**config.mk**
```make
export PLATFORM = sky130hd
export DESIGN_NAME = scc_prep
export DESIGN_NICKNAME = d
export VERILOG_FILES = /design/src/rtl/core/scc_pkg.sv /design/src/rtl/core/scc_prep.sv
export SDC_FILE = /design/constraint.sdc
export NUM_CORES = 1
export LEC_CHECK = 0
export BUFFER_PORTS_ARGS = -buffer_cell sky130_fd_sc_hd__buf_2
export CAP_MARGIN = 10
export CORE_ASPECT_RATIO = 1.4
export CORE_MARGIN = 2
export CORE_UTILIZATION = 44
export DETAILED_ROUTE_END_ITERATION = 12
export PLACE_DENSITY = 0.59
export REMOVE_ABC_BUFFERS = 1
export SLEW_MARGIN = 30
export SYNTH_ARGS = -nofsm -noshare
export SYNTH_HDL_FRONTEND = slang
export SYNTH_SLANG_ARGS = --single-unit
export TNS_END_PERCENT = 20
```
**constraint.sdc**
```tcl
create_clock -name clk -period 28.7 [get_ports clk]
set_input_delay 5.74 -clock clk [delete_from_list [all_inputs] [get_ports clk]]
set_output_delay 5.74 -clock clk [all_outputs]
set_load 0.03 [all_outputs]
```
**src/rtl/core/scc_pkg.sv**
```systemverilog
// Types, constants and helper functions shared by the spherical converter.
`timescale 1ns / 1ps
package scc_pkg;

  localparam int DATA_WIDTH = 32;
  localparam int VW         = 44;   // working width, 8 guard bits
  localparam int AW         = 35;   // angle width, 24 fraction bits
  localparam int KW         = 30;   // gain constant width
  localparam int GUARD      = 8;

  localparam logic [KW-1:0] INV_GAIN = 30'd652032874;

  // unsigned angle reduction, Q16 degrees
  localparam logic [32:0] DEG360_U   = 33'd23592960;
  localparam logic [32:0] RED_OFFSET = 33'd2170552320;   // 92 turns

  localparam logic signed [AW-1:0] DEG90_Q16  = 35'sd5898240;
  localparam logic signed [AW-1:0] DEG180_Q16 = 35'sd11796480;
  localparam logic signed [AW-1:0] DEG360_Q16 = 35'sd23592960;
  localparam logic signed [AW-1:0] DEG180_Q24 = 35'sd3019898880;

  localparam logic signed [DATA_WIDTH-1:0] ONE_Q16 = 32'sh0001_0000;

  localparam logic signed [VW-GUARD:0] SAT_HI =
    {{(VW-GUARD+1-DATA_WIDTH+1){1'b0}}, {(DATA_WIDTH-1){1'b1}}};
  localparam logic signed [VW-GUARD:0] SAT_LO =
    {{(VW-GUARD+1-DATA_WIDTH+1){1'b1}}, {(DATA_WIDTH-1){1'b0}}};

  // atan(2^-i) in degrees, 24 fraction bits
  localparam logic [29:0] ATAN_TAB [0:31] = '{
    30'd754974720, 30'd445687602, 30'd235489089, 30'd119537938, 30'd60000934,
    30'd30029717, 30'd15018523, 30'd7509719, 30'd3754917, 30'd1877466,
    30'd938734, 30'd469367, 30'd234684, 30'd117342, 30'd58671, 30'd29335,
    30'd14668, 30'd7334, 30'd3667, 30'd1833, 30'd917, 30'd458, 30'd229,
    30'd115, 30'd57, 30'd29, 30'd14, 30'd7, 30'd4, 30'd2, 30'd1, 30'd0
  };

  // degain step positions
  localparam int DG_PRE  = 0;
  localparam int DG_MID  = 1;
  localparam int DG_POST = 2;

  typedef enum logic {
    MODE_P2C = 1'b0,
    MODE_C2P = 1'b1
  } mode_t;

  typedef struct packed {
    logic signed [DATA_WIDTH-1:0] coord_a;
    logic signed [DATA_WIDTH-1:0] coord_b;
    logic signed [DATA_WIDTH-1:0] coord_c;
    logic [1:0]                   values_given;
  } coord_t;

  typedef struct packed {
    logic signed [DATA_WIDTH-1:0] out_a;
    logic signed [DATA_WIDTH-1:0] out_b;
    logic signed [DATA_WIDTH-1:0] out_c;
  } result_t;

  typedef struct packed {
    mode_t                        mode;
    logic signed [DATA_WIDTH-1:0] a;
    logic signed [DATA_WIDTH-1:0] b;
    logic signed [DATA_WIDTH-1:0] c;
    logic [32:0]                  ua;
    logic [32:0]                  ub;
  } prep_t;

  typedef struct packed {
    mode_t                mode;
    logic                 skip;
    logic                 neg1;
    logic                 neg2;
    logic signed [VW-1:0] x;
    logic signed [VW-1:0] y;
    logic signed [VW-1:0] hold;
    logic signed [AW-1:0] z;
    logic signed [AW-1:0] ang2;
    logic signed [AW-1:0] az;
  } work_t;

  typedef struct packed {
    logic                 neg;
    logic signed [AW-1:0] ang;
  } fold_t;

  // [0,360) -> [-90,90] with half-turn flag, result in 24 fraction bits
  function automatic fold_t fold_angle(input logic [32:0] m);
    logic signed [AW-1:0] s;
    fold_t f;
    s = $signed({2'b00, m});
    if (s > DEG180_Q16) s = s - DEG360_Q16;
    f.neg = 1'b0;
    if (s > DEG90_Q16) begin
      s = s - DEG180_Q16;
      f.neg = 1'b1;
    end else if (s < -DEG90_Q16) begin
      s = s + DEG180_Q16;
      f.neg = 1'b1;
    end
    f.ang = s <<< GUARD;
    return f;
  endfunction

  // round half up to Q16 and saturate
  function automatic logic signed [DATA_WIDTH-1:0] round_sat(input logic signed [VW-1:0] v);
    logic signed [VW:0]       t;
    logic signed [VW-GUARD:0] r;
    t = $signed({v[VW-1], v}) + $signed((VW+1)'(128));
    r = t[VW:GUARD];
    if (r > SAT_HI)      round_sat = SAT_HI[DATA_WIDTH-1:0];
    else if (r < SAT_LO) round_sat = SAT_LO[DATA_WIDTH-1:0];
    else                 round_sat = r[DATA_WIDTH-1:0];
  endfunction

endpackage

```
**src/rtl/core/scc_prep.sv**
```systemverilog
// Input stage: defaults, angle reduction mod 360 and CORDIC set-up.
`timescale 1ns / 1ps
module scc_prep import scc_pkg::*; (
  input  logic   clk,
  input  logic   rst,
  input  mode_t  mode,
  input  logic   in_valid,
  output logic   in_ready,
  input  coord_t in_item,
  output logic   out_valid,
  input  logic   out_ready,
  output work_t  out_work
);

  localparam int NRED = 4;

  function automatic logic [32:0] mod_step(input logic [32:0] u, input int k);
    logic [32:0] d;
    d = DEG360_U << k;
    return (u >= d) ? u - d : u;
  endfunction

  logic  p_valid [0:NRED];
  prep_t p_data  [0:NRED];
  logic  rdy     [0:NRED+1];
  prep_t p0_next;
  work_t w_next;
  fold_t fa, fb;
  logic signed [VW-1:0] xx, yy, zz;

  assign rdy[NRED+1] = !out_valid || out_ready;
  assign in_ready    = rdy[0];

  always_comb begin
    p0_next      = '0;
    p0_next.mode = mode;
    p0_next.a    = (in_item.values_given > 2'd0) ? in_item.coord_a : '0;
    p0_next.b    = (in_item.values_given > 2'd1) ? in_item.coord_b : '0;
    if (in_item.values_given > 2'd2) p0_next.c = in_item.coord_c;
    else p0_next.c = (mode == MODE_P2C) ? ONE_Q16 : '0;
    p0_next.ua = {p0_next.a[DATA_WIDTH-1], p0_next.a} + RED_OFFSET;
    p0_next.ub = {p0_next.b[DATA_WIDTH-1], p0_next.b} + RED_OFFSET;
  end

  assign rdy[0] = !p_valid[0] || rdy[1];

  always_ff @(posedge clk) begin
    if (rst) p_valid[0] <= 1'b0;
    else if (rdy[0]) p_valid[0] <= in_valid;
    if (rdy[0] && in_valid) p_data[0] <= p0_next;
  end

  // two restoring steps per stage, quotient bits 7 down to 0
  for (genvar s = 1; s <= NRED; s++) begin : g_red
    prep_t nx;
    assign rdy[s] = !p_valid[s] || rdy[s+1];
    always_comb begin
      nx    = p_data[s-1];
      nx.ua = mod_step(mod_step(p_data[s-1].ua, 9 - 2*s), 8 - 2*s);
      nx.ub = mod_step(mod_step(p_data[s-1].ub, 9 - 2*s), 8 - 2*s);
    end
    always_ff @(posedge clk) begin
      if (rst) p_valid[s] <= 1'b0;
      else if (rdy[s]) p_valid[s] <= p_valid[s-1];
      if (rdy[s] && p_valid[s-1]) p_data[s] <= nx;
    end
  end

  always_comb begin
    fa = fold_angle(p_data[NRED].ua);
    fb = fold_angle(p_data[NRED].ub);
    xx = {{(VW-DATA_WIDTH-GUARD){p_data[NRED].a[DATA_WIDTH-1]}}, p_data[NRED].a, 8'h00};
    yy = {{(VW-DATA_WIDTH-GUARD){p_data[NRED].b[DATA_WIDTH-1]}}, p_data[NRED].b, 8'h00};
    zz = {{(VW-DATA_WIDTH-GUARD){p_data[NRED].c[DATA_WIDTH-1]}}, p_data[NRED].c, 8'h00};
    w_next      = '0;
    w_next.mode = p_data[NRED].mode;
    if (p_data[NRED].mode == MODE_P2C) begin
      w_next.x    = zz;
      w_next.z    = fb.ang;
      w_next.neg1 = fb.neg;
      w_next.ang2 = fa.ang;
      w_next.neg2 = fa.neg;
    end else begin
      w_next.hold = zz;
      w_next.skip = (xx == '0) && (yy == '0);
      if (yy[VW-1]) begin
        // lower half plane: turn by half a revolution first
        w_next.x = -yy;
        w_next.y = -xx;
        w_next.z = xx[VW-1] ? -DEG180_Q24 : DEG180_Q24;
      end else begin
        w_next.x = yy;
        w_next.y = xx;
      end
    end
  end

  always_ff @(posedge clk) begin
    if (rst) out_valid <= 1'b0;
    else if (rdy[NRED+1]) out_valid <= p_valid[NRED];
    if (rdy[NRED+1] && p_valid[NRED]) out_work <= w_next;
  end

endmodule

```
# [Word-level counts from Yosys, hierarchy flattened]
# Memory sizes are Yosys's and may differ from the RTL's.
# Index checks and enable logic that the tools add are counted.
[totals] reg_bits=203 ramBits=820 input_bits=103 out_inout_bits=243 word_cells=162 n_memories=2
[memory_table] name="p_data" words=5 width=163 read_ports=5 rd_clocked_by_memory_dff=0 wr=5 line_no="scc_prep.sv:24" source="prep_t p_data [0:NRED];"
[memory_table] name="p_valid" words=5 width=1 read_ports=5 rd_clocked_by_memory_dff=0 wr=5 line_no="scc_prep.sv:23" source="logic p_valid [0:NRED];"
[classes] addsub=26 order_cmp=25 n_mux=67 bitwise=5 reduce_logical=22
[op_table] op="$mux 33" n=16
[op_table] op="$mux 35" n=5
[op_table] op="$mux 27" n=4
[op_table] op="$mux 32" n=3
[op_table] op="$mux 88" n=1
[op_table] op="$neg 40->44" n=2
[op_table] op="$logic_not 36->1" n=2
[op_table] op="$gt 35x24->1 const B" n=2
[op_table] op="$lt 35x24->1 const B" n=2
[op_table] op="$sub 33x25->34 const B" n=2
[op_table] op="$add 33x32->33 const B" n=2
[op_table] op="$ge 33x25->1 const B" n=2
[op_table] op="$ge 33x26->1 const B" n=2
[op_table] op="$ge 33x27->1 const B" n=2
[op_table] op="$ge 33x28->1 const B" n=2
[op_table] op="$ge 33x29->1 const B" n=2
[op_table] op="$ge 33x30->1 const B" n=2
[op_table] op="$ge 33x31->1 const B" n=2
[op_table] op="$ge 33x32->1 const B" n=2
[op_table] op="$gt 33x24->1 const B" n=2
[op_table] op="$sub 33x25->33 const B" n=2
[op_table] op="$sub 33x26->33 const B" n=2
[op_table] op="$sub 33x27->33 const B" n=2
[op_table] op="$sub 33x28->33 const B" n=2
[op_table] op="16 further kinds" n=78

# [Logic depth before layout (Yosys ltp)]
# Gate-level depths: netlist of run 1.
[depth] depth_word=11 ltp_mapped=16 mapped_depth_nobuf=13

# [Least setup slack after synthesis of run 1]
# No wires, ideal clock.
[synth_path] path_type="input to register" startpoint="in out_ready" endpoint="reg out_work[100] (netlist bit) (enable)" setup_ns=0.705 t_arrival_ns=12.972 required_time_ns=27.995 slack_ns=15.023 cell_stages=2 path_buffers=0 cell_sequence="nor2b_1 -> nor2b_1"
[synth_between] elab_chain_len=2
[synth_lines] element="from (decl)" line_no="scc_prep.sv:11" source="input logic out_ready,"
[synth_lines] element="$logic_or 1x1->1" line_no="scc_prep.sv:31" source="assign rdy[NRED+1] = !out_valid || out_ready;"
[synth_lines] element="$logic_and 1x1->1" line_no="scc_prep.sv:101" source="if (rdy[NRED+1] && p_valid[NRED]) out_work <= w_next;"
[synth_lines] element="to (signal assigned)" line_no="scc_prep.sv:101"
[synth_lines] element="to (decl)" line_no="scc_prep.sv:12" source="output work_t out_work"
# No other way between the ends.
# A chain may end at the register's enable or synchronous reset.

# [Worst setup path after layout of run 1]
[layout_path] startpoint="in out_ready" endpoint="out in_ready"
[layout_between] elab_chain_len=6
[layout_lines] element="$logic_or 1x1->1" line_no="scc_prep.sv:31"
[layout_lines] element="$logic_or 1x1->1 (4 in series)" line_no="scc_prep.sv:56" source="assign rdy[s] = !p_valid[s] || rdy[s+1];"
[layout_lines] element="$logic_or 1x1->1" line_no="scc_prep.sv:45" source="assign rdy[0] = !p_valid[0] || rdy[1];"
[layout_lines] element="to (decl)" line_no="scc_prep.sv:8" source="output logic in_ready,"
# No other way between the ends.

==> results of run 1 <==
worst reg2reg max path, stage by stage, from the launching register on:
cell and delay, ps:
edfxtp_1 520, or4_4 620, nor3_1 550, and4_1 910, a2111oi_2 220, or3_4 450, nor4_4 530, nand2b_1 280
and3_1 180, o31ai_1 60
kinds of logic after synthesis:
group	after synthesis	synth area share
simple gates	903	0.140
flops	777	0.667
compound gates	455	0.0898
buf+inv	247	0.0360
xor+xnor	183	0.0458
fa+ha+maj	33	0.0118
mux	32	0.00930
other cells	1	0.000107
layer usage:
layer	share of wire	up-vias	wire length, um	GRT usage
li1	-	10300	-	-
met1	0.43	10300	31700	0.225
met2	0.51	550	37900	0.320
met3	0.041	89	3030	0.0249
met4	0.026	0	1940	0.0646
met5	0	-	0	0
state kept, by name, summed over array words and instances (netlist names):
name and count:
out_work 162, p_data 609, p_valid 5, out_valid 1
cell type report:
cell class | count | area [um2] | area share
clock buffer | 88 | 1930 | 0.0487
clock inverter | 45 | 517 | 0.0131
inverter | 81 | 304 | 0.00768
multi-input combinational | 1681 | 10700 | 0.270
sequential | 777 | 23300 | 0.589
tap | 1054 | 1320 | 0.0333
timing repair buffer | 285 | 1490 | 0.0377
metrics by stage:
step            util  hold slack (ps)  instance area (um2)  total power, mW
4_1_cts        0.501              405                39500             2.47
5_1_grt        0.502              414                39600             2.54
2_1_floorplan      -              400                34300             1.45
6_report       0.502              402                39600             2.45
3_5_place_dp   0.470              405                37100             1.49
3_3_place_gp   0.470              400                37100             1.49
power by group:
| part | switching (mW) | total [mW] | internal (mW) | leakage [nW] |
|---|---|---|---|---|
| registers | 0.0200 | 1.30 | 1.28 | 7.15 |
| clock network | 0.427 | 0.979 | 0.552 | 1.18 |
| logic | 0.105 | 0.167 | 0.0623 | 5.61 |
worst max-delay path by stage:
stage | endpoint | startpoint
detailed placement | in_ready | out_ready
floorplan | out_work[100]$_DFFE_PP_ | out_ready
CTS | in_ready | out_ready
global route | in_ready | out_ready
global placement | in_ready | out_ready
finish | in_ready | out_ready
cells in the final DEF (no fill, tap or decap), types with 62 or more instances in the layout:
cell type / count
edfxtp_1: 776
buf_2: 270
nor2_1: 196
nand2_1: 154
a21oi_1: 110
o21ai_0: 98
xnor2_1: 94
and2_1: 92
xor2_1: 89
inv_1: 79
conb_1: 75
clkbuf_16: 75
nor3_1: 62
==> summary.md, run 1 <==
| Metric | Value |
|---|---|
| Synthesized instance count | 2631 |
| Crit-path slowest cell | nor2b_1 |
| Syn avg cell area | 13.3 um2 |
| DR DRC count | 0 |
| Initial antenna violation count | 0 |
| Via count | 21200 |
| Final WL | 74500 um |
| Final count of negative-setup-slack endpoints | 0 |
| DP Worst Slack | 15880 ps |
| DR iter-0 viols | 1361 |
| Startpoint types | input port |
| Total of max-cap violations | 0 |
| Layout cells sized above 1 | 0.157 |
| RSZ-0062 raised after global routing | false |
| Clk sink count | 777 |
| Worst vdd ir | 0.0452 mV |
| Area leader, netlist | edfxtp_1 |
| FF-to-FF setup slack | 24100 ps |
| Critical Path Most Common Cell | buf_2 |
| Register area share after synthesis | 0.667 |
| Number of synthesized flops with an enable pin | 776 |
| CTS tree | built |
| Reg2reg start | p_data[0][677]$_DFFE_PP_ |
| Synthesized cell area | 0.0350 mm2 |
| Die height | 338 um |
| Pins Over Slew Limit | 0 |
| Count of cell types in the netlist | 103 |
| Pre-antenna DRT Iters | 5 |
| CTS Buf Count | 75 |
| Initial cell density of the core | 0.443 |
| WP data required | 22960 ps |
| Core area | 0.0789 mm2 |
| N_diodes | 0 |
| Top cells by area in the synthesized netlist | edfxtp_1 (67%), xnor2_1 (2.4%), xor2_1 (2.2%) |
| Max Fclk | 0.0779 GHz |
| Min Tclk post-route | 12840 ps |
| Final hold viol count | 0 |
| Global-route usage over all layers | 0.180 |
| Htree depth | 3 |
| Die Wd | 242 um |
| Fin worst setup slack | 15860 ps |
| Fillers | 6834 |
| Final GP Congestion | 0.859 |
| GRT Residual Overflow | 0 |
| CP top delay family | simple AND/OR/NAND/NOR gates |
| Wirelength per Cell | 18.6 um |
| Post-DP HPWL | 53600 um |
| CP cell instances | buf_2 > nor2b_1 > nand4_1 > nor2_1 > nand2_1 > buf_2 |
| Sum Neg Setup Slack | 0 ps |
| Vias in the first global route | 21000 |
| Synth top area share | 0.666 |
| Cells on worst reg2reg path | 9 |
| Lkg Pwr | 13.9 nW |
| Fin cells | 4011 |
| Post-Route Skew | 41.3 ps |
| Top Ports | 346 |
| Synth Flop Type | edfxtp_1 |
| Class of the most critical hold timing path | reg2reg |
| CTS Hold Bufs | 0 |
| Flops & latches, synth | 777 |
| I/O Buffers | 270 |
| Area growth syn-to-layout | 13.2% |
| Clock Path Buffers | 3 |
| Slew @ Worst Pin | 1130 ps |
| Routed Antenna Nets | 0 |
| Async set or reset register ratio after synthesis | 0 |
| Nets | 3037 |
| Largest net degree at the start of global routing | 149 |
| Postcts setup bufs | 0 |
| Most frequent cells after synthesis | edfxtp_1 (776), nor2_1 (197), nand2_1 (154) |
| Reg clk slew, reported paths | 70 ps |
| Most frequent cell after synthesis | edfxtp_1 |
| Via-to-Cell Ratio | 5.29 |
| Worst skew pair latency | 650 ps |
| Root buf cell | clkbuf_16 |
| Crit path depth | 6 |
| Crit path max fanout | 5 |
| Reg-to-reg endpoint | out_work[96]$_DFFE_PP_ |
| Row count | 122 |
| Post_cts resized | 0 |
| Status | completed |
| First-pass GRT wire length | 116000 um |
| Worst EP arrival | 7100 ps |
| Hold endpoint | p_data[0][480]$_DFFE_PP_ |
| Inst Count DP | 3876 |
| Slew HR | 0.248 |
| Die area | 0.0818 mm2 |
| Part of the cycle the worst path needs | 0.447 |
| Hold Crit Start | p_data[0][317]$_DFFE_PP_ |
| Worst setup EP type | output pin |
| CP Buf/Inv Count | 2 |
| Synthesis warning total | 0 |
| Critical path class | in2out |
| Largest stage delay on the critical path | 370 ps |
| Hold Path Stages | 0 |
| Pwr dens | 61.8 mW/mm2 |
(Power assumes the default switching activity.)
==> run 2, diff against run 1 <==
--- a/config.mk
+++ b/config.mk
@@ -5,6 +5,7 @@
 export SDC_FILE = /design/constraint.sdc
 export NUM_CORES = 1
 export LEC_CHECK = 0
+export ABC_AREA = 1
 export BUFFER_PORTS_ARGS = -buffer_cell sky130_fd_sc_hd__buf_2
 export CAP_MARGIN = 10
 export CORE_ASPECT_RATIO = 1.4
==> constraint.sdc (replaced) <==
create_clock -name clk -period 13 [get_ports clk]
set_input_delay 2.6 -clock clk [delete_from_list [all_inputs] [get_ports clk]]
set_output_delay 2.6 -clock clk [all_outputs]
set_load 0.03 [all_outputs]
==> summary.md, run 2 <==
| Metric | Value |
|---|---|
| DR iter-0 viols | 1336 |
| Nets | 3678 |
| Switching pwr | 1.27 mW |
| Pre-antenna DRT Iters | 5 |
| Layout cells sized above 1 | 0.150 |
| Clock Path Buffers | 3 |
| Critical Path Most Common Cell | nor2_1 |
| Top cells by area in the synthesized netlist | edfxtp_1 (66%), nand2_1 (6.7%), inv_1 (4.7%) |
| I/O Buffers | 270 |
| Area growth syn-to-layout | 13.4% |
| Inst Count DP | 4526 |
| Startpoint types | input port |
| First-pass GRT wire length | 115000 um |
| CP top delay family | simple AND/OR/NAND/NOR gates |
| RSZ-0062 raised after global routing | false |
| Reg clk slew, reported paths | 60 ps |
| Synth top area share | 0.655 |
| Via count | 22200 |
| Clk pwr share | 0.396 |
| FF/Latch Area | 0.0233 mm2 |
| Pins Over Slew Limit | 0 |
| Global-route usage over all layers | 0.179 |
| Final hold viol count | 0 |
| GRT Residual Overflow | 0 |
| Total of max-cap violations | 0 |
| Crit path max fanout | 4 |
| Core area | 0.0802 mm2 |
| Post_cts resized | 0 |
| Max Used Layer | met4 |
| Reg power frac | 0.528 |
| CP Buf/Inv Count | 6 |
| Wire length on met1 | 33100 um |
| Most frequent cell after synthesis | edfxtp_1 |
| Largest net degree at the start of global routing | 76 |
| Wire length on met3 | 3750 um |
| Post-Route Skew | 27.0 ps |
| Top flop regs | p_data x609, out_work x162, p_valid x5 |
| Status | completed |
| Area leader, netlist | edfxtp_1 |
| Syn avg cell area | 11.0 um2 |
| Lkg Pwr | 16.5 nW |
| CTS tree | built |
| Die area | 0.0831 mm2 |
| Die Wd | 244 um |
| Most flops, register | p_data |
| Worst setup EP type | output pin |
| Most frequent cells after synthesis | edfxtp_1 (776), nand2_1 (632), inv_1 (441) |
| Flops & latches, synth | 777 |
| Synthesized instance count | 3235 |
| Routed Antenna Nets | 0 |
| Root buf cell | clkbuf_16 |
| Top Ports | 346 |
| Fillers | 7134 |
| Initial antenna violation count | 1 |
| Row count | 123 |
| Fin cells | 4661 |
| Initial cell density of the core | 0.443 |
| Number of synthesized flops with an enable pin | 776 |
| Slew HR | 0.413 |
| Synthesized cell area | 0.0356 mm2 |
| Largest stage delay on the critical path | 280 ps |
| Post-DP HPWL | 55600 um |
| Internal power | 4.26 mW |
| Sum Neg Setup Slack | 0 ps |
| Met2 routed WL | 35800 um |
| Count of cell types in the netlist | 60 |
| CTS Hold Bufs | 0 |
| Die height | 340 um |
| CP cell instances | buf_2 > nor2_1 > inv_1 > nor2_1 > inv_1 > nor2_1 > inv_1 > nor2_1 > nand2_1 > nor2_1 > inv_1 > buf_2 |
| Worst EP arrival | 4160 ps |
| Final WL | 74500 um |
| Logic pwr share | 0.076 |
| Wirelength per Cell | 16.0 um |
| Postcts setup bufs | 0 |
| Final count of negative-setup-slack endpoints | 0 |
| Vias in the first global route | 21000 |
| Synthesis warning total | 0 |
| Min Tclk post-route | 6760 ps |
| Register area share after synthesis | 0.656 |
| CTS Buf Count | 75 |
| Class of the most critical hold timing path | reg2reg |
| Via-to-Cell Ratio | 4.76 |
| Clk sink count | 777 |
| DR DRC count | 0 |
| Critical path class | in2out |
| Part of the cycle the worst path needs | 0.520 |
| Final GP Congestion | 0.850 |
| Pwr dens | 137 mW/mm2 |
| Worst vdd ir | 0.100 mV |
| Most frequent cells in the layout | edfxtp_1 (776), nand2_1 (631), inv_1 (437) |
| WP data required | 10400 ps |
| Sw frac | 0.230 |
| Async set or reset register ratio after synthesis | 0 |
| Most common cell after layout, fill and taps aside | edfxtp_1 |
| Multi-input logic area | 0.00995 mm2 |
| Max reg flops | 609 |
| Crit-path slowest cell | nor2_1 |
| Worst skew pair latency | 650 ps |
| Htree depth | 3 |
| Max Fclk | 0.148 GHz |
| Synth Flop Type | edfxtp_1 |
| Slew @ Worst Pin | 881 ps |
## run 2: changes by cell type in the layout (fill, tap and decap cells not counted), moves of 28 or more
cell	previous run	this run
nand4_1	18	46
and3_1	44	4
mux2i_1	28	0
nor2b_1	52	0
inv_1	79	437
nand2_1	154	631
o31ai_1	32	1
xnor2_1	94	16
nor2_1	196	341
and2_1	92	2
nand3_1	53	162
nand2_2	0	34
xor2_1	89	129
## run 2: per-stage QoR
step                area, um2  hold slack [ps]  power [mW]  utilization  setup slack, ps
floorplan               35000              400        3.29            -             2870
global placement        37800              400        3.39        0.472             6190
detailed placement      37800              405        3.40        0.472             6240
CTS                     40300              414        5.60        0.502             6230
global route            40300              417        5.75        0.503             6020
finish                  40300              408        5.53        0.503             6240
## run 2: worst paths after layout
kind                                                from                  endpoint  slack, ps  cells past startpoint
worst max-delay path                           out_ready                  in_ready       6240                     12
worst min-delay path            p_data[0][314]$_DFFE_PP_  p_data[0][477]$_DFFE_PP_        410                      0
worst max register to register  p_data[0][751]$_DFFE_PP_   out_work[104]$_DFFE_PP_       9710                     20
worst min register to register  p_data[0][314]$_DFFE_PP_  p_data[0][477]$_DFFE_PP_        410                      0
## run 2: cell type report
cell class | instances | share of cell area
clock buffer | 92 | 0.0481
timing repair buffer | 288 | 0.0372
antenna | 2 | 0.000124
clock inverter | 40 | 0.0131
sequential | 777 | 0.579
inverter | 459 | 0.0430
tap | 1062 | 0.0330
multi-input combinational | 1941 | 0.247
## run 2: layer usage
layer  global-route usage  vias up
li1                     -    11400
met2                0.300      542
met5                    0        -
met1                0.241    10200
met4               0.0597        0
met3               0.0252      104
## run 2: worst reg2reg max path: stages (launching register included)
cell,delay (ps)
edfxtp_1,410
inv_1,200
ha_1,190
inv_1,80
nor3_2,150
nand2_1,140
nor2_2,210
nand3_4,160
nand2_2,240
nand2_1,110
nand2_1,190
inv_1,90
ha_1,180
inv_1,70
nand3_1,120
nand2_1,90
nand2_1,70
nand4_1,110
nand3b_1,80
nand3_1,80
nand2_1,60
## run 2: power groups by stage
stage	combinational, mW	clock, mW	sequential [mW]
6_report	0.418	2.19	2.92
3_5_place_dp	0.421	0	2.98
2_1_floorplan	0.322	0	2.96
3_3_place_gp	0.414	0	2.97
4_1_cts	0.422	2.25	2.92
5_1_grt	0.480	2.34	2.93
## run 2: kinds of logic (layout without fill, tap and decap cells)
| group | count (synthesis) | count (layout) | synth area share |
|---|---|---|---|
| other | 1 | 77 | 0.000105 |
| DFF | 777 | 777 | 0.656 |
| xor gates and xnor gates | 150 | 150 | 0.0380 |
| adders and majority gates | 33 | 33 | 0.0116 |
| AOI/OAI and AO/OA | 282 | 282 | 0.0451 |
| buffers and inverters | 591 | 879 | 0.0727 |
| and+or+nand+nor | 1401 | 1401 | 0.177 |
